<file path="src/rtl/cti_pkg.sv">
// Shared types and constants of the correlation trend indicator.
// No dependencies; imported by cti_front, cti_back, the top level and the bench.
`timescale 1ns / 1ps
`default_nettype none
package cti_pkg;

  localparam int SAMPLE_W   = 24;  // price sample, 8 fraction bits
  localparam int RESULT_W   = 16;  // Q1.15 correlation
  localparam int LEN_W      = 7;   // window length register
  localparam int Q_W        = 15;  // magnitude bits found by the search
  localparam int DSQ_W      = 2 * (Q_W + 1);
  localparam int RSHIFT     = 32;  // scale of |num|^2 in the bound test
  localparam logic [LEN_W-1:0] LEN_RESET = 7'd20;

  // Oldest sample waiting in the input queue.
  typedef struct packed {
    logic                valid;
    logic [SAMPLE_W-1:0] sample;
  } head_t;

  typedef enum logic [2:0] {
    ST_IDLE,
    ST_SWEEP,
    ST_MUL,
    ST_DIFF,
    ST_SQ,
    ST_TEST,
    ST_OUT
  } state_t;

endpackage
`default_nettype wire

</file>
<file path="src/rtl/cti_front.sv">
// Input side: a two-entry sample queue that takes stream transactions.
// Depends on cti_pkg (head_t).
`timescale 1ns / 1ps
`default_nettype none
module cti_front (
  input  wire logic                      clk,
  input  wire logic                      rst,
  input  wire logic                      s_tvalid,
  output logic                           s_tready,
  input  wire logic [cti_pkg::SAMPLE_W-1:0] s_sample,
  input  wire logic                      pop,
  output cti_pkg::head_t                 head
);
  import cti_pkg::*;

  logic [SAMPLE_W-1:0] q0, q1;
  logic [1:0]          cnt;
  logic                push;

  assign s_tready = (cnt != 2'd2);
  assign push     = s_tvalid && s_tready;
  assign head     = '{valid: (cnt != 2'd0), sample: q0};

  always_ff @(posedge clk) begin
    if (rst) begin
      cnt <= 2'd0;
    end else if (push && !pop) begin
      cnt <= cnt + 2'd1;
    end else if (pop && !push) begin
      cnt <= cnt - 2'd1;
    end
  end

  always_ff @(posedge clk) begin
    if (push && !pop) begin
      if (cnt == 2'd0) q0 <= s_sample;
      else q1 <= s_sample;
    end else if (pop && !push) begin
      q0 <= q1;
    end else if (pop && push) begin
      if (cnt == 2'd1) begin
        q0 <= s_sample;
      end else begin
        q0 <= q1;
        q1 <= s_sample;
      end
    end
  end

endmodule
`default_nettype wire

</file>
<file path="config.mk">
export PLATFORM = sky130hd
export DESIGN_NAME = cti_front
export DESIGN_NICKNAME = d
export VERILOG_FILES = /design/src/rtl/cti_pkg.sv /design/src/rtl/cti_front.sv
export SDC_FILE = /design/constraint.sdc
export NUM_CORES = 1
export LEC_CHECK = 0
export BUFFER_PORTS_ARGS = -buffer_cell sky130_fd_sc_hd__buf_2
export CAP_MARGIN = 30
export CORE_UTILIZATION = 35
export DETAILED_ROUTE_END_ITERATION = 16
export GPL_ROUTABILITY_DRIVEN = 0
export PLACE_DENSITY = 0.65
export REMOVE_ABC_BUFFERS = 1
export SYNTH_ARGS = -nofsm -noshare
export SYNTH_HDL_FRONTEND = slang
export SYNTH_SLANG_ARGS = --single-unit
</file>
<file path="constraint.sdc">
create_clock -name clk -period 3 [get_ports clk]
set_input_delay 0.6 -clock clk [delete_from_list [all_inputs] [get_ports clk]]
set_output_delay 0.6 -clock clk [all_outputs]
set_load 0.02 [all_outputs]
</file>
; ---- After elaboration in Yosys (flattened, before gate mapping)
; Index checks and enable logic that the tools add are counted.
[totals]
reg_bits = 50
output_inout_bits = 26
input_bits = 28
[classes]
n_reduce_logical = 13
n_eq_ne = 6
addsub = 2
n_mux = 12
[ops]
columns = operator, n
row1 = $mux W24, 10
row2 = $ne A2 B2 Y1 const B, 4
row3 = $reduce_bool A2 Y1, 3
row4 = $logic_and A1 B1 Y1, 4
row5 = $mux W2, 2
row6 = $reduce_and A4 Y1, 1
row7 = $reduce_bool A3 Y1, 1
row8 = $add A2 B1 Y2 const B, 1
row9 = $eq A2 B1 Y1 const B, 1
row10 = $logic_not A1 Y1, 2
row11 = $logic_not A2 Y1, 1
row12 = $ne A2 B1 Y1 const B, 1
row13 = $reduce_and A2 Y1, 1
row14 = $sub A2 B1 Y2 const B, 1

; ---- Logic depth before layout (Yosys ltp)
; Gate-level depths: netlist (run 1).
[logic_depth]
depth_word = 6
ltp_mapped = 9
ltp_nobuf = 9

; ---- Least setup slack after synthesis (run 1)
; OpenSTA, ideal clock, no wires.
[synth_path]
path_kind = register -> register
from = register cnt[0]
to = register q1[0], enable pin
setup_time_ps = 405
path_stages_with_launch = 9
n_path_buf = 0
path_slack_ps = 307
arrival_ps = 2288
period_less_slack_ps = 2693
cell_sequence = dfxtp_1 inv_1 ha_1 inv_1 nand2_1 inv_1 ha_1 a22oi_1 nor2_1
[synth_between]
elab_chain_len = 6
elab_cells_between_ends = 13
[synth_lines]
columns = element, line_no
row1 = start: declaration, cti_front.sv:17  ; logic [1:0] cnt;
row2 = start signal: assignment, cti_front.sv:28  ; cnt <= cnt + 2'd1;
row3 = start signal: assignment, cti_front.sv:30  ; cnt <= cnt - 2'd1;
row4 = $ne A2 B2 Y1 (*), cti_front.sv:20  ; assign s_tready = (cnt != 2'd2);
row5 = net s_tready, cti_front.sv:9  ; output logic s_tready,
row6 = $logic_and A1 B1 Y1 (*), cti_front.sv:21  ; assign push = s_tvalid && s_tready;
row7 = $logic_not A1 Y1, cti_front.sv:38  ; end else if (pop && !push) begin
row8 = $logic_and A1 B1 Y1, cti_front.sv:38
row9 = $ne A2 B2 Y1 (no line), --
row10 = $reduce_and A4 Y1 (no line) (*), --
row11 = end signal: assignment, cti_front.sv:37  ; else q1 <= s_sample;
row12 = end signal: assignment, cti_front.sv:45  ; q1 <= s_sample;
row13 = end: declaration, cti_front.sv:16  ; logic [SAMPLE_W-1:0] q0, q1;
; Mark *: on every way through the listed nets, which the timed path passes. The rest lies on a longest branch.
; A chain may end at the register's enable or synchronous reset.

; ---- Final worst setup path (run 1)
[layout_path]
from = register cnt[0]
to = register q0[14] (data pin)
[layout_between]
elab_chain_len = 6
elab_cells_between_ends = 10
[layout_lines]
columns = element, line_no
row1 = $ne A2 B2 Y1, cti_front.sv:20
row2 = $logic_and A1 B1 Y1, cti_front.sv:21
row3 = $logic_not A1 Y1, cti_front.sv:38
row4 = $logic_and A1 B1 Y1, cti_front.sv:38
row5 = $mux W24, cti_front.sv:38
row6 = $mux W24 (*), cti_front.sv:35  ; if (push && !pop) begin
row7 = end signal: assignment, cti_front.sv:36  ; if (cnt == 2'd0) q0 <= s_sample;
row8 = end signal: assignment, cti_front.sv:39  ; q0 <= q1;
row9 = end signal: assignment, cti_front.sv:42  ; q0 <= s_sample;
row10 = end: declaration, cti_front.sv:16
; Mark *: on every way between the ends. The rest lies on a longest branch, timed or not. The select of a mux whose other input is x is not followed.

==> results of run 1 <==
==> cells in the final DEF (no fill, tap or decap), drive strengths merged <==
master    instances
clkinvlp          1
inv               7
buf              56
nor2b             2
mux2             24
bufinv            1
clkbuf            6
a21oi             3
nand2             1
nand2b            1
mux2i             1
a22oi             1
edfxtp           48
dfxtp             2
ha                8
nor2              4
xnor2             1
==> state kept, by name (all words and copies together) (netlist names) <==
| register | flops |
|---|---|
| cnt | 2 |
| q0 | 24 |
| q1 | 24 |
==> metal layers <==
metal	routed length (um)	share of wire [%]	GRT usage (%)
met1	1340	42	12.7
met4	21	0.66	2.83
met3	263	8.3	4.47
met2	1540	49	19.5
met5	0	0	0
==> report_power, final <==
part           internal [W]  switching (W)  total (W)
Sequential         0.000938      0.0000327   0.000970
Combinational      0.000197       0.000305   0.000502
Clock              0.000249       0.000201   0.000449
==> metrics by stage <==
| stage | hold slack [ns] | utilization [%] | worst slack (ns) | power (W) | std cells |
|---|---|---|---|---|---|
| finish | 0.473 | 44.7 | 0.841 | 0.00192 | 239 |
| global route | 0.467 | 44.7 | 0.727 | 0.00202 | 239 |
| CTS | 0.461 | 44.7 | 0.818 | 0.00195 | 239 |
| detailed placement | 0.532 | 42.7 | 0.740 | 0.00150 | 231 |
| global placement | 0.509 | 42.7 | 0.833 | 0.00148 | 231 |
| floorplan | 0.487 | - | 0.307 | 0.00133 | 103 |
==> worst min path at each step <==
stage | from | endpoint | slack, ns
floorplan | cnt[1]$_SDFFE_PP0P_ | cnt[1]$_SDFFE_PP0P_ | 0.49
global placement | cnt[1]$_SDFFE_PP0P_ | cnt[1]$_SDFFE_PP0P_ | 0.51
detailed placement | q1[8]$_DFFE_PP_ | q0[8]$_DFFE_PP_ | 0.53
CTS | rst | cnt[0]$_SDFFE_PP0P_ | 0.46
global route | rst | cnt[0]$_SDFFE_PP0P_ | 0.47
finish | rst | cnt[0]$_SDFFE_PP0P_ | 0.47
==> logic make-up after synthesis <==
logic type | count (synthesis) | share of synthesized area, %
flip-flops | 50 | 74.4
multiplexers | 25 | 14.1
buffers and inverters | 9 | 2.45
adder cells (fa/ha/maj) | 8 | 5.03
AND/OR/NAND/NOR | 8 | 1.89
AO/OA/AOI/OAI | 4 | 1.70
XOR/XNOR | 1 | 0.440
==> final cells by class <==
| cell class | instances | area [um^2] | area share, % |
|---|---|---|---|
| flip-flops and latches | 50 | 1480 | 60.2 |
| multi-input cells | 46 | 467 | 19.0 |
| repair buffers | 56 | 288 | 11.7 |
| well taps | 72 | 90.1 | 3.66 |
| clock buffers | 6 | 72.6 | 2.95 |
| clock inverters | 2 | 37.5 | 1.52 |
| inverters | 7 | 26.3 | 1.07 |
==> flow_metrics.env, run 1 <==
export IMPL_tightest_slew_ns=0.331
export IMPL_routed_wl_um=3160
export IMPL_grt_usage_pct=11.2
export IMPL_worst_setup_path_start_kind="register"
export IMPL_ir_drop_mv=0.376
export IMPL_fin_setup_tns_ns=0
export IMPL_arrival_ns=2.20
export IMPL_crit_reg2reg_launch="cnt[0]$_SDFFE_PP0P_"
export IMPL_status="finished clean"
export IMPL_synth_common_cells="edfxtp_1 (48), mux2_2 (23), ha_1 (8)"
export IMPL_final_setup_viol_count=0
export IMPL_synth_edf_count=48
export IMPL_crit_top_cell="inv_1"
export IMPL_hold_depth=2
export IMPL_ios=54
export IMPL_yosysSeqAreaShare_pct=74.4
export IMPL_drt_first_pass_iters=4
export IMPL_slowest_stage="mux2_2"
export IMPL_path_depth=9
export IMPL_crit_start="cnt[0]$_SDFFE_PP0P_"
export IMPL_antenna_cells=0
export IMPL_grt_pass1_wl_um=5160
export IMPL_grt_max_degree=25
export IMPL_grt_pass1_vias=1094
export IMPL_yosys_cell_count_top_type="edfxtp_1"
export IMPL_yosysUniqueCellTypes=16
export IMPL_synthArstFlopShare_pct=0
export IMPL_r2r_slack_ns=0.84
export IMPL_clock_latency_ns=0.29
export IMPL_leakagePower_nw=0.972
export IMPL_cts_hold_buf=0
export IMPL_max_cap_violations=0
export IMPL_area_delta_synth_final_pct=23.7
export IMPL_drt_iter0_drc=51
export IMPL_placement_io_buffers=53
export IMPL_clockBufferDepth=2
export IMPL_power_density_mw_per_mm2=780
export IMPL_finalClockSkew_ns=0.00450
export IMPL_die_area_mm2=0.00599
export IMPL_end_kind="register"
export IMPL_required_ns=3.04
export IMPL_final_cell_area_mm2=0.00246
export IMPL_synth_seq_cells=50
export IMPL_synthFlopType="edfxtp_1"
export IMPL_clk_pin_slew_ns=0.08
export IMPL_rr_worst_depth=9
export IMPL_slew_limit_headroom_pct=77.9
export IMPL_cts_root_buffer="clkbuf_8"
export IMPL_row_count=27
export IMPL_yosys_warnings=0
export IMPL_via_per_inst=4.51
export IMPL_place_area_mm2=0.00235
export IMPL_tritoncts="yes"
export IMPL_core_area_mm2=0.00551
export IMPL_slowest_delay_ns=0.38
export IMPL_path_cells="inv_1 -> ha_1 -> inv_1 -> nand2_1 -> inv_1 -> ha_1 -> a21oi_4 -> buf_4 -> mux2_2"
export IMPL_hold_viol=0
export IMPL_syn_avg_cell_area_um2=19.0
export IMPL_crit_type="register to register"
export IMPL_nets=202
export IMPL_drv_slew=0
export IMPL_die_x_um=77.4
export IMPL_layout_drive_gt1_share_pct=53.3
export IMPL_overflow=0
export IMPL_synth_top_cell_area_share_pct=72.4
export IMPL_fill_cells=498
export IMPL_crit_buf_inv=4
export IMPL_dp_hpwl_um=2280
export IMPL_finalCritPeriodShare_pct=72.0
export IMPL_netlist_area_mm2=0.00199
export IMPL_fp_dieH_um=77.4
export IMPL_cts_repair_resized=0
export IMPL_cts_setup_buffers=0
export IMPL_drc=0
export IMPL_synthTopCellsByArea="edfxtp_1 (72%), mux2_2 (13%), ha_1 (5.0%), dfxtp_1 (2.0%), inv_1 (1.3%)"
export IMPL_path_max_fanout=24
export IMPL_h_tree_depth=2
export IMPL_antenna_left=0
export IMPL_rsz0062_at_grt="false"
export IMPL_vias=1079
export IMPL_initial_utilization_pct=36.2
export IMPL_fmax_ghz=0.463
export IMPL_yosys_area_top_type="edfxtp_1"
export IMPL_avgRoutedWirePerCell_um=13.2
export IMPL_cpLargestDelayFamily="buffers and inverters"
export IMPL_rr_endpoint="q0[14]$_DFFE_PP_"
export IMPL_layout_min_cycle_time_ns=2.16
export IMPL_cts_sinks=50
export IMPL_synth_cells=105
export IMPL_antenna_found_initial=0
export IMPL_min_path_type="input pin to register"
export IMPL_cts_made_buffers=5
export IMPL_crit_end="q0[14]$_DFFE_PP_"
Note: power is estimated with default switching activity, not from simulation.
==> run 2: changes to the inputs <==
- ABC_AREA: unset -> 1
- PLACE_DENSITY: 0.65 -> 0.67
- clock period: 3 -> 1.9 ns (I/O delays scaled with it)
==> run 2 against run 1 <==
Against the previous run: hold slack worse by 0.22 ns; sequential cell count stayed put; global-route usage is 1.6 points higher; largest cell class unchanged; sequential power is 53% higher; synthesized cell count is 58% higher; critical endpoint is now q0[6]$_DFFE_PP_; total power is 54% higher.
==> flow_metrics.env, run 2 <==
export IMPL_synthFlopType="edfxtp_1"
export IMPL_grt_max_degree=26
export IMPL_met2RoutedLength_um=1850
export IMPL_grt_usage_pct=12.7
export IMPL_leakagePower_nw=1.19
export IMPL_synth_seq_cells=50
export IMPL_hold_viol=0
export IMPL_internal_power_w=0.00211
export IMPL_tightest_slew_ns=0.206
export IMPL_end_kind="register"
export IMPL_synth_top_cell_area_share_pct=69.8
export IMPL_cts_hold_buf=0
export IMPL_layout_min_cycle_time_ns=1.76
export IMPL_path_cells="inv_1 -> ha_1 -> inv_1 -> nand2_1 -> inv_2 -> buf_4 -> ha_4 -> inv_2 -> nand2_8 -> nand2_1 -> nand2_1"
export IMPL_drv_slew=0
export IMPL_finalNonFillerCells=308
export IMPL_layout_drive_gt1_share_pct=35.2
export IMPL_antenna_found_initial=0
export IMPL_drt_first_pass_iters=4
export IMPL_cts_root_buffer="clkbuf_8"
export IMPL_ios=54
export IMPL_yosysUniqueCellTypes=14
export IMPL_crit_top_cell="nand2_1"
export IMPL_finalClockSkew_ns=0.00194
export IMPL_place_ws_ns=-0.122
export IMPL_slowest_delay_ns=0.32
export IMPL_clock_latency_ns=0.29
export IMPL_yosys_area_share_simple_pct=17.5
export IMPL_die_x_um=78.8
export IMPL_grt_pass1_vias=1241
export IMPL_cts_made_buffers=5
export IMPL_syn_avg_cell_area_um2=12.4
export IMPL_slowest_stage="dfxtp_1"
export IMPL_m1WireLength_um=1580
export IMPL_area_delta_synth_final_pct=28.9
export IMPL_layout_common_cells="nand2_1 (55), buf_2 (53), edfxtp_1 (48)"
export IMPL_yosys_warnings=0
export IMPL_layout_commonest_cell="nand2_1"
export IMPL_clk_pin_slew_ns=0.08
export IMPL_ir_drop_mv=0.431
export IMPL_synth_common_cells="nand2_1 (55), edfxtp_1 (48), nand3_1 (25)"
export IMPL_path_max_fanout=24
export IMPL_synthMuxAreaShare_pct=0
export IMPL_drt_iter0_drc=62
export IMPL_netSwitchingFraction_pct=28.6
export IMPL_power_total_w=0.00295
export IMPL_antenna_left=0
export IMPL_yosysSeqAreaShare_pct=71.8
export IMPL_grt_pass1_wl_um=5950
export IMPL_tritoncts="yes"
export IMPL_max_cap_violations=0
export IMPL_fin_setup_tns_ns=0
export IMPL_arrival_ns=1.81
export IMPL_min_path_type="input pin to register"
export IMPL_dpl_cell_count=299
export IMPL_overflow=0
export IMPL_synth_adder_area_share_pct=4.85
export IMPL_fp_dieH_um=78.8
export IMPL_setup_ws_ns=0.138
export IMPL_yosys_area_top_type="edfxtp_1"
export IMPL_synthArstFlopShare_pct=0
export IMPL_fmax_ghz=0.568
export IMPL_antenna_cells=0
export IMPL_finalCritPeriodShare_pct=92.7
export IMPL_synth_top_family_by_area="simple AND/OR/NAND/NOR gates"
export IMPL_rsz0062_at_grt="false"
export IMPL_crit_type="register to register"
export IMPL_yosys_cell_count_top_type="nand2_1"
export IMPL_initial_utilization_pct=36.8
export IMPL_synth_cells=166
export IMPL_cts_sinks=50
export IMPL_core_area_mm2=0.00561
export IMPL_avgRoutedWirePerCell_um=11.7
export IMPL_status="finished clean"
export IMPL_met3_length_um=155
export IMPL_largestRegisters="q0: 24 flops, q1: 24 flops, cnt: 2 flops"
export IMPL_power_density_mw_per_mm2=1110
export IMPL_placement_io_buffers=53
export IMPL_routed_top_layer="met4"
export IMPL_routed_wl_um=3600
export IMPL_h_tree_depth=2
export IMPL_synth_xor_area_share_pct=0
export IMPL_clockPowerShare_pct=23.9
export IMPL_p_switching_w=0.000845
export IMPL_required_ns=1.95
export IMPL_vias=1300
export IMPL_worst_setup_path_start_kind="register"
export IMPL_slew_limit_headroom_pct=86.2
export IMPL_synthTopCellsByArea="edfxtp_1 (70%), nand2_1 (10%), nand3_1 (6.1%), ha_1 (4.8%), inv_1 (2.2%)"
export IMPL_final_setup_viol_count=0
export IMPL_power_frac_comb_pct=25.8
export IMPL_via_per_inst=4.22
export IMPL_synth_edf_count=48
export IMPL_nets=271
export IMPL_row_count=27
export IMPL_drc=0
export IMPL_die_area_mm2=0.00621
export IMPL_netlist_area_mm2=0.00206
export IMPL_clockBufferDepth=2
export IMPL_pwr_share_seq_pct=50.3
export IMPL_synth_compound_area_share_pct=1.21
[run 2: changes by cell type after synthesis, moves of 5 or more]
cell / before / now
inv_1: 7 / 12
mux2_2: 23 / 0
nand2_1: 1 / 55
nand3_1: 0 / 25
[run 2: stage by stage]
| stage | area [um^2] | util [%] | hold WS [ns] |
|---|---|---|---|
| floorplan | 2020 | - | 0.449 |
| global placement | 2500 | 44.5 | 0.529 |
| detailed placement | 2510 | 44.8 | 0.532 |
| CTS | 2640 | 47.1 | 0.240 |
| global route | 2660 | 47.5 | 0.239 |
| finish | 2660 | 47.5 | 0.250 |
[run 2: final cells by class]
class | count | area (um^2)
Clock buffer | 5 | 68.8
Clock inverter | 3 | 40.0
Fill cell | 526 | 2950
Inverter | 13 | 48.8
Multi-Input combinational cell | 97 | 531
Sequential cell | 50 | 1480
Tap cell | 72 | 90.1
Timing Repair Buffer | 68 | 402
[run 2: what timing repair did]
| action | in CTS | in global routing |
|---|---|---|
| resized for setup | 2 | 4 |
| buffers inserted | 1 | 0 |
| pin swaps | 1 | 0 |
| endpoints found under the setup margin | 41 | 48 |
| endpoints found under the hold margin | 0 | 0 |
[run 2: cell families after synthesis]
kind of cell	Yosys count
and+or+nand+nor	84
adders and majority gates	8
DFF	50
AOI/OAI and AO/OA	5
buffers and inverters	19
[run 2: power by group through the flow]
stage | Combinational, W | Clock (W) | Sequential (W)
2_1_floorplan | 0.000280 | 0 | 0.00167
3_3_place_gp | 0.000727 | 0 | 0.00151
3_5_place_dp | 0.000748 | 0 | 0.00151
4_1_cts | 0.000757 | 0.000733 | 0.00149
5_1_grt | 0.000848 | 0.000773 | 0.00150
6_report | 0.000762 | 0.000704 | 0.00148
[run 2: worst paths after layout]
path                            cells after the start             endpoint                 from  slack [ns]
worst max-delay path                               11      q0[6]$_DFFE_PP_  cnt[0]$_SDFFE_PP0P_        0.14
worst min-delay path                                2  cnt[0]$_SDFFE_PP0P_                  rst        0.25
worst max register to register                     11      q0[6]$_DFFE_PP_  cnt[0]$_SDFFE_PP0P_        0.14
worst min register to register                      2     q0[13]$_DFFE_PP_     q1[13]$_DFFE_PP_        0.55
[run 2: worst max-delay path, delay by kind of cell, from the launching register on]
kind / cells / cell delay, ns
buffers and inverters: 5 / 0.48
and+or+nand+nor: 4 / 0.41
DFF: 1 / 0.32
adders and majority gates: 2 / 0.31
[run 2: routing by layer]
| layer | global-route usage [%] | vias to the layer above |
|---|---|---|
| met5 | 0 | - |
| met4 | 3.33 | 0 |
| met3 | 3.91 | 2 |
| met2 | 21.7 | 36 |
| met1 | 15.6 | 562 |
| li1 | - | 700 |
==> run 3: changes to the inputs <==
- CAP_MARGIN: 30 -> 0
- CELL_PAD_IN_SITES_DETAIL_PLACEMENT: unset -> 2
- CELL_PAD_IN_SITES_GLOBAL_PLACEMENT: unset -> 2
- CORE_UTILIZATION: 35 -> 30
- PLACE_DENSITY: 0.67 -> 0.82
==> run 3 against run 2 <==
Against the previous run: worst setup slack worse by 0.058 ns; register-to-register slack lost 0.06 ns; critical path depth decreased by 1; largest cell class unchanged; the run now ends with design-rule violations left; highest routed layer unchanged; clock skew rose by 0.0079 ns; critical endpoint is now q1[20]$_DFFE_PP_.
==> flow_metrics.env, run 3 (same netlist as run 2, synthesis figures left out) <==
export IMPL_status="finished with violations"
export IMPL_violations="design-rule violations"
export IMPL_h_tree_depth=2
export IMPL_power_frac_comb_pct=28.9
export IMPL_leakagePower_nw=1.24
export IMPL_row_count=29
export IMPL_avgRoutedWirePerCell_um=17.6
export IMPL_hold_slack_ns=0.247
export IMPL_clockPowerShare_pct=23.9
export IMPL_via_per_inst=4.81
export IMPL_fp_dieH_um=85.0
export IMPL_netSwitchingFraction_pct=31.6
export IMPL_layout_commonest_cell="nand2_1"
export IMPL_tritoncts="yes"
export IMPL_fill_cells=693
export IMPL_grt_max_degree=26
export IMPL_layout_common_cells="nand2_1 (54), buf_2 (53), edfxtp_1 (48)"
export IMPL_largestRegisters="q0: 24 flops, q1: 24 flops, cnt: 2 flops"
export IMPL_clk_pin_slew_ns=0.08
export IMPL_min_path_type="input pin to register"
export IMPL_internal_power_w=0.00216
export IMPL_nets=276
export IMPL_die_area_mm2=0.00722
export IMPL_area_delta_synth_final_pct=35.5
export IMPL_overflow=0
export IMPL_antenna_cells=0
export IMPL_layout_drive_gt1_share_pct=38.2
export IMPL_p_switching_w=0.000999
export IMPL_setup_ws_ns=0.0798
export IMPL_drt_first_pass_iters=10
export IMPL_grt_pass1_wl_um=8070
export IMPL_ios=54
export IMPL_pwr_share_seq_pct=47.2
export IMPL_max_cap_violations=0
export IMPL_antenna_left=0
export IMPL_cts_hold_buf=0
export IMPL_crit_type="register to register"
export IMPL_placement_io_buffers=53
export IMPL_fin_setup_tns_ns=0
export IMPL_path_max_fanout=12
export IMPL_clockBufferDepth=2
export IMPL_worst_setup_path_start_kind="register"
export IMPL_hold_viol=0
export IMPL_finalClockSkew_ns=0.00986
export IMPL_power_total_w=0.00316
export IMPL_grt_usage_pct=15.0
export IMPL_antenna_found_initial=0
export IMPL_fmax_ghz=0.549
export IMPL_ir_drop_mv=0.367
export IMPL_layout_min_cycle_time_ns=1.82
export IMPL_arrival_ns=1.89
export IMPL_drv_slew=0
export IMPL_cts_root_buffer="clkbuf_8"
export IMPL_clock_latency_ns=0.31
export IMPL_drt_iter0_drc=102
export IMPL_final_setup_viol_count=0
export IMPL_slowest_stage="dfxtp_1"
export IMPL_slowest_delay_ns=0.35
export IMPL_finalCritPeriodShare_pct=95.8
export IMPL_dp_hpwl_um=3520
export IMPL_initial_utilization_pct=31.8
export IMPL_power_density_mw_per_mm2=1130
export IMPL_place_ws_ns=-0.679
export IMPL_die_x_um=85.0
export IMPL_tightest_slew_ns=0.296
export IMPL_core_area_mm2=0.00649
export IMPL_slew_limit_headroom_pct=80.2
export IMPL_vias=1529
export IMPL_required_ns=1.97
export IMPL_path_cells="inv_2 -> ha_1 -> inv_1 -> nand2_2 -> inv_2 -> ha_2 -> inv_1 -> o21ai_4 -> nor2_4 -> buf_12"
export IMPL_routed_wl_um=5600
export IMPL_cts_made_buffers=5
export IMPL_end_kind="register"
export IMPL_cts_sinks=50
export IMPL_drc=5
export IMPL_grt_pass1_vias=1550
## run 3: power groups by stage
stage	Combinational [W]	Clock, W	Sequential [W]
finish	0.000915	0.000755	0.00149
global route	0.000994	0.000820	0.00151
CTS	0.000849	0.000777	0.00149
detailed placement	0.000782	0	0.00152
global placement	0.000752	0	0.00151
floorplan	0.000280	0	0.00167
## run 3: final timing paths
kind,from,to,slack (ns),depth (start not counted)
setup / recovery,cnt[0]$_SDFFE_PP0P_,q1[20]$_DFFE_PP_,0.08,10
hold / removal,rst,cnt[0]$_SDFFE_PP0P_,0.25,2
setup reg to reg,cnt[0]$_SDFFE_PP0P_,q1[20]$_DFFE_PP_,0.08,10
hold reg to reg,q1[23]$_DFFE_PP_,q0[23]$_DFFE_PP_,0.57,2
## run 3: metrics by stage
step           utilization [%]  cell area [um^2]  std cells
3_5_place_dp              38.6              2510        302
5_1_grt                   43.1              2800        318
4_1_cts                   41.6              2700        314
6_report                  43.1              2800        318
2_1_floorplan                -              2020        160
3_3_place_gp              38.6              2510        302
## run 3: cell type report
| cell class | instances | area, um^2 | share of cell area, % |
|---|---|---|---|
| timing repair buffer | 69 | 444 | 15.9 |
| sequential | 50 | 1480 | 53.0 |
| clock buffer | 5 | 68.8 | 2.46 |
| multi-input combinational | 101 | 609 | 21.8 |
| inverter | 13 | 53.8 | 1.92 |
| tap | 77 | 96.3 | 3.45 |
| clock inverter | 3 | 42.5 | 1.52 |
## run 3: routing by layer
| layer | global-route usage, % | routed length [um] | vias to the layer above |
|---|---|---|---|
| met4 | 2.77 | 44 | 0 |
| met2 | 27.4 | 3050 | 39 |
| li1 | - | - | 711 |
| met3 | 4.57 | 264 | 6 |
| met5 | 0 | 0 | - |
| met1 | 17.5 | 2230 | 773 |
## run 3: repair_timing
action | in CTS | in global routing
cloned | 1 | 4
resized for setup | 8 | 10
buffers inserted | 3 | 0
setup endpoints to repair | 48 | 72
pin swaps | 2 | 4
## run 3: critical path: cells and delay by family (launching register included)
family	cells	cell delay (ns)
compound gates	1	0.21
fa+ha+maj	2	0.41
buf+inv	5	0.46
flops	1	0.35
simple gates	2	0.14
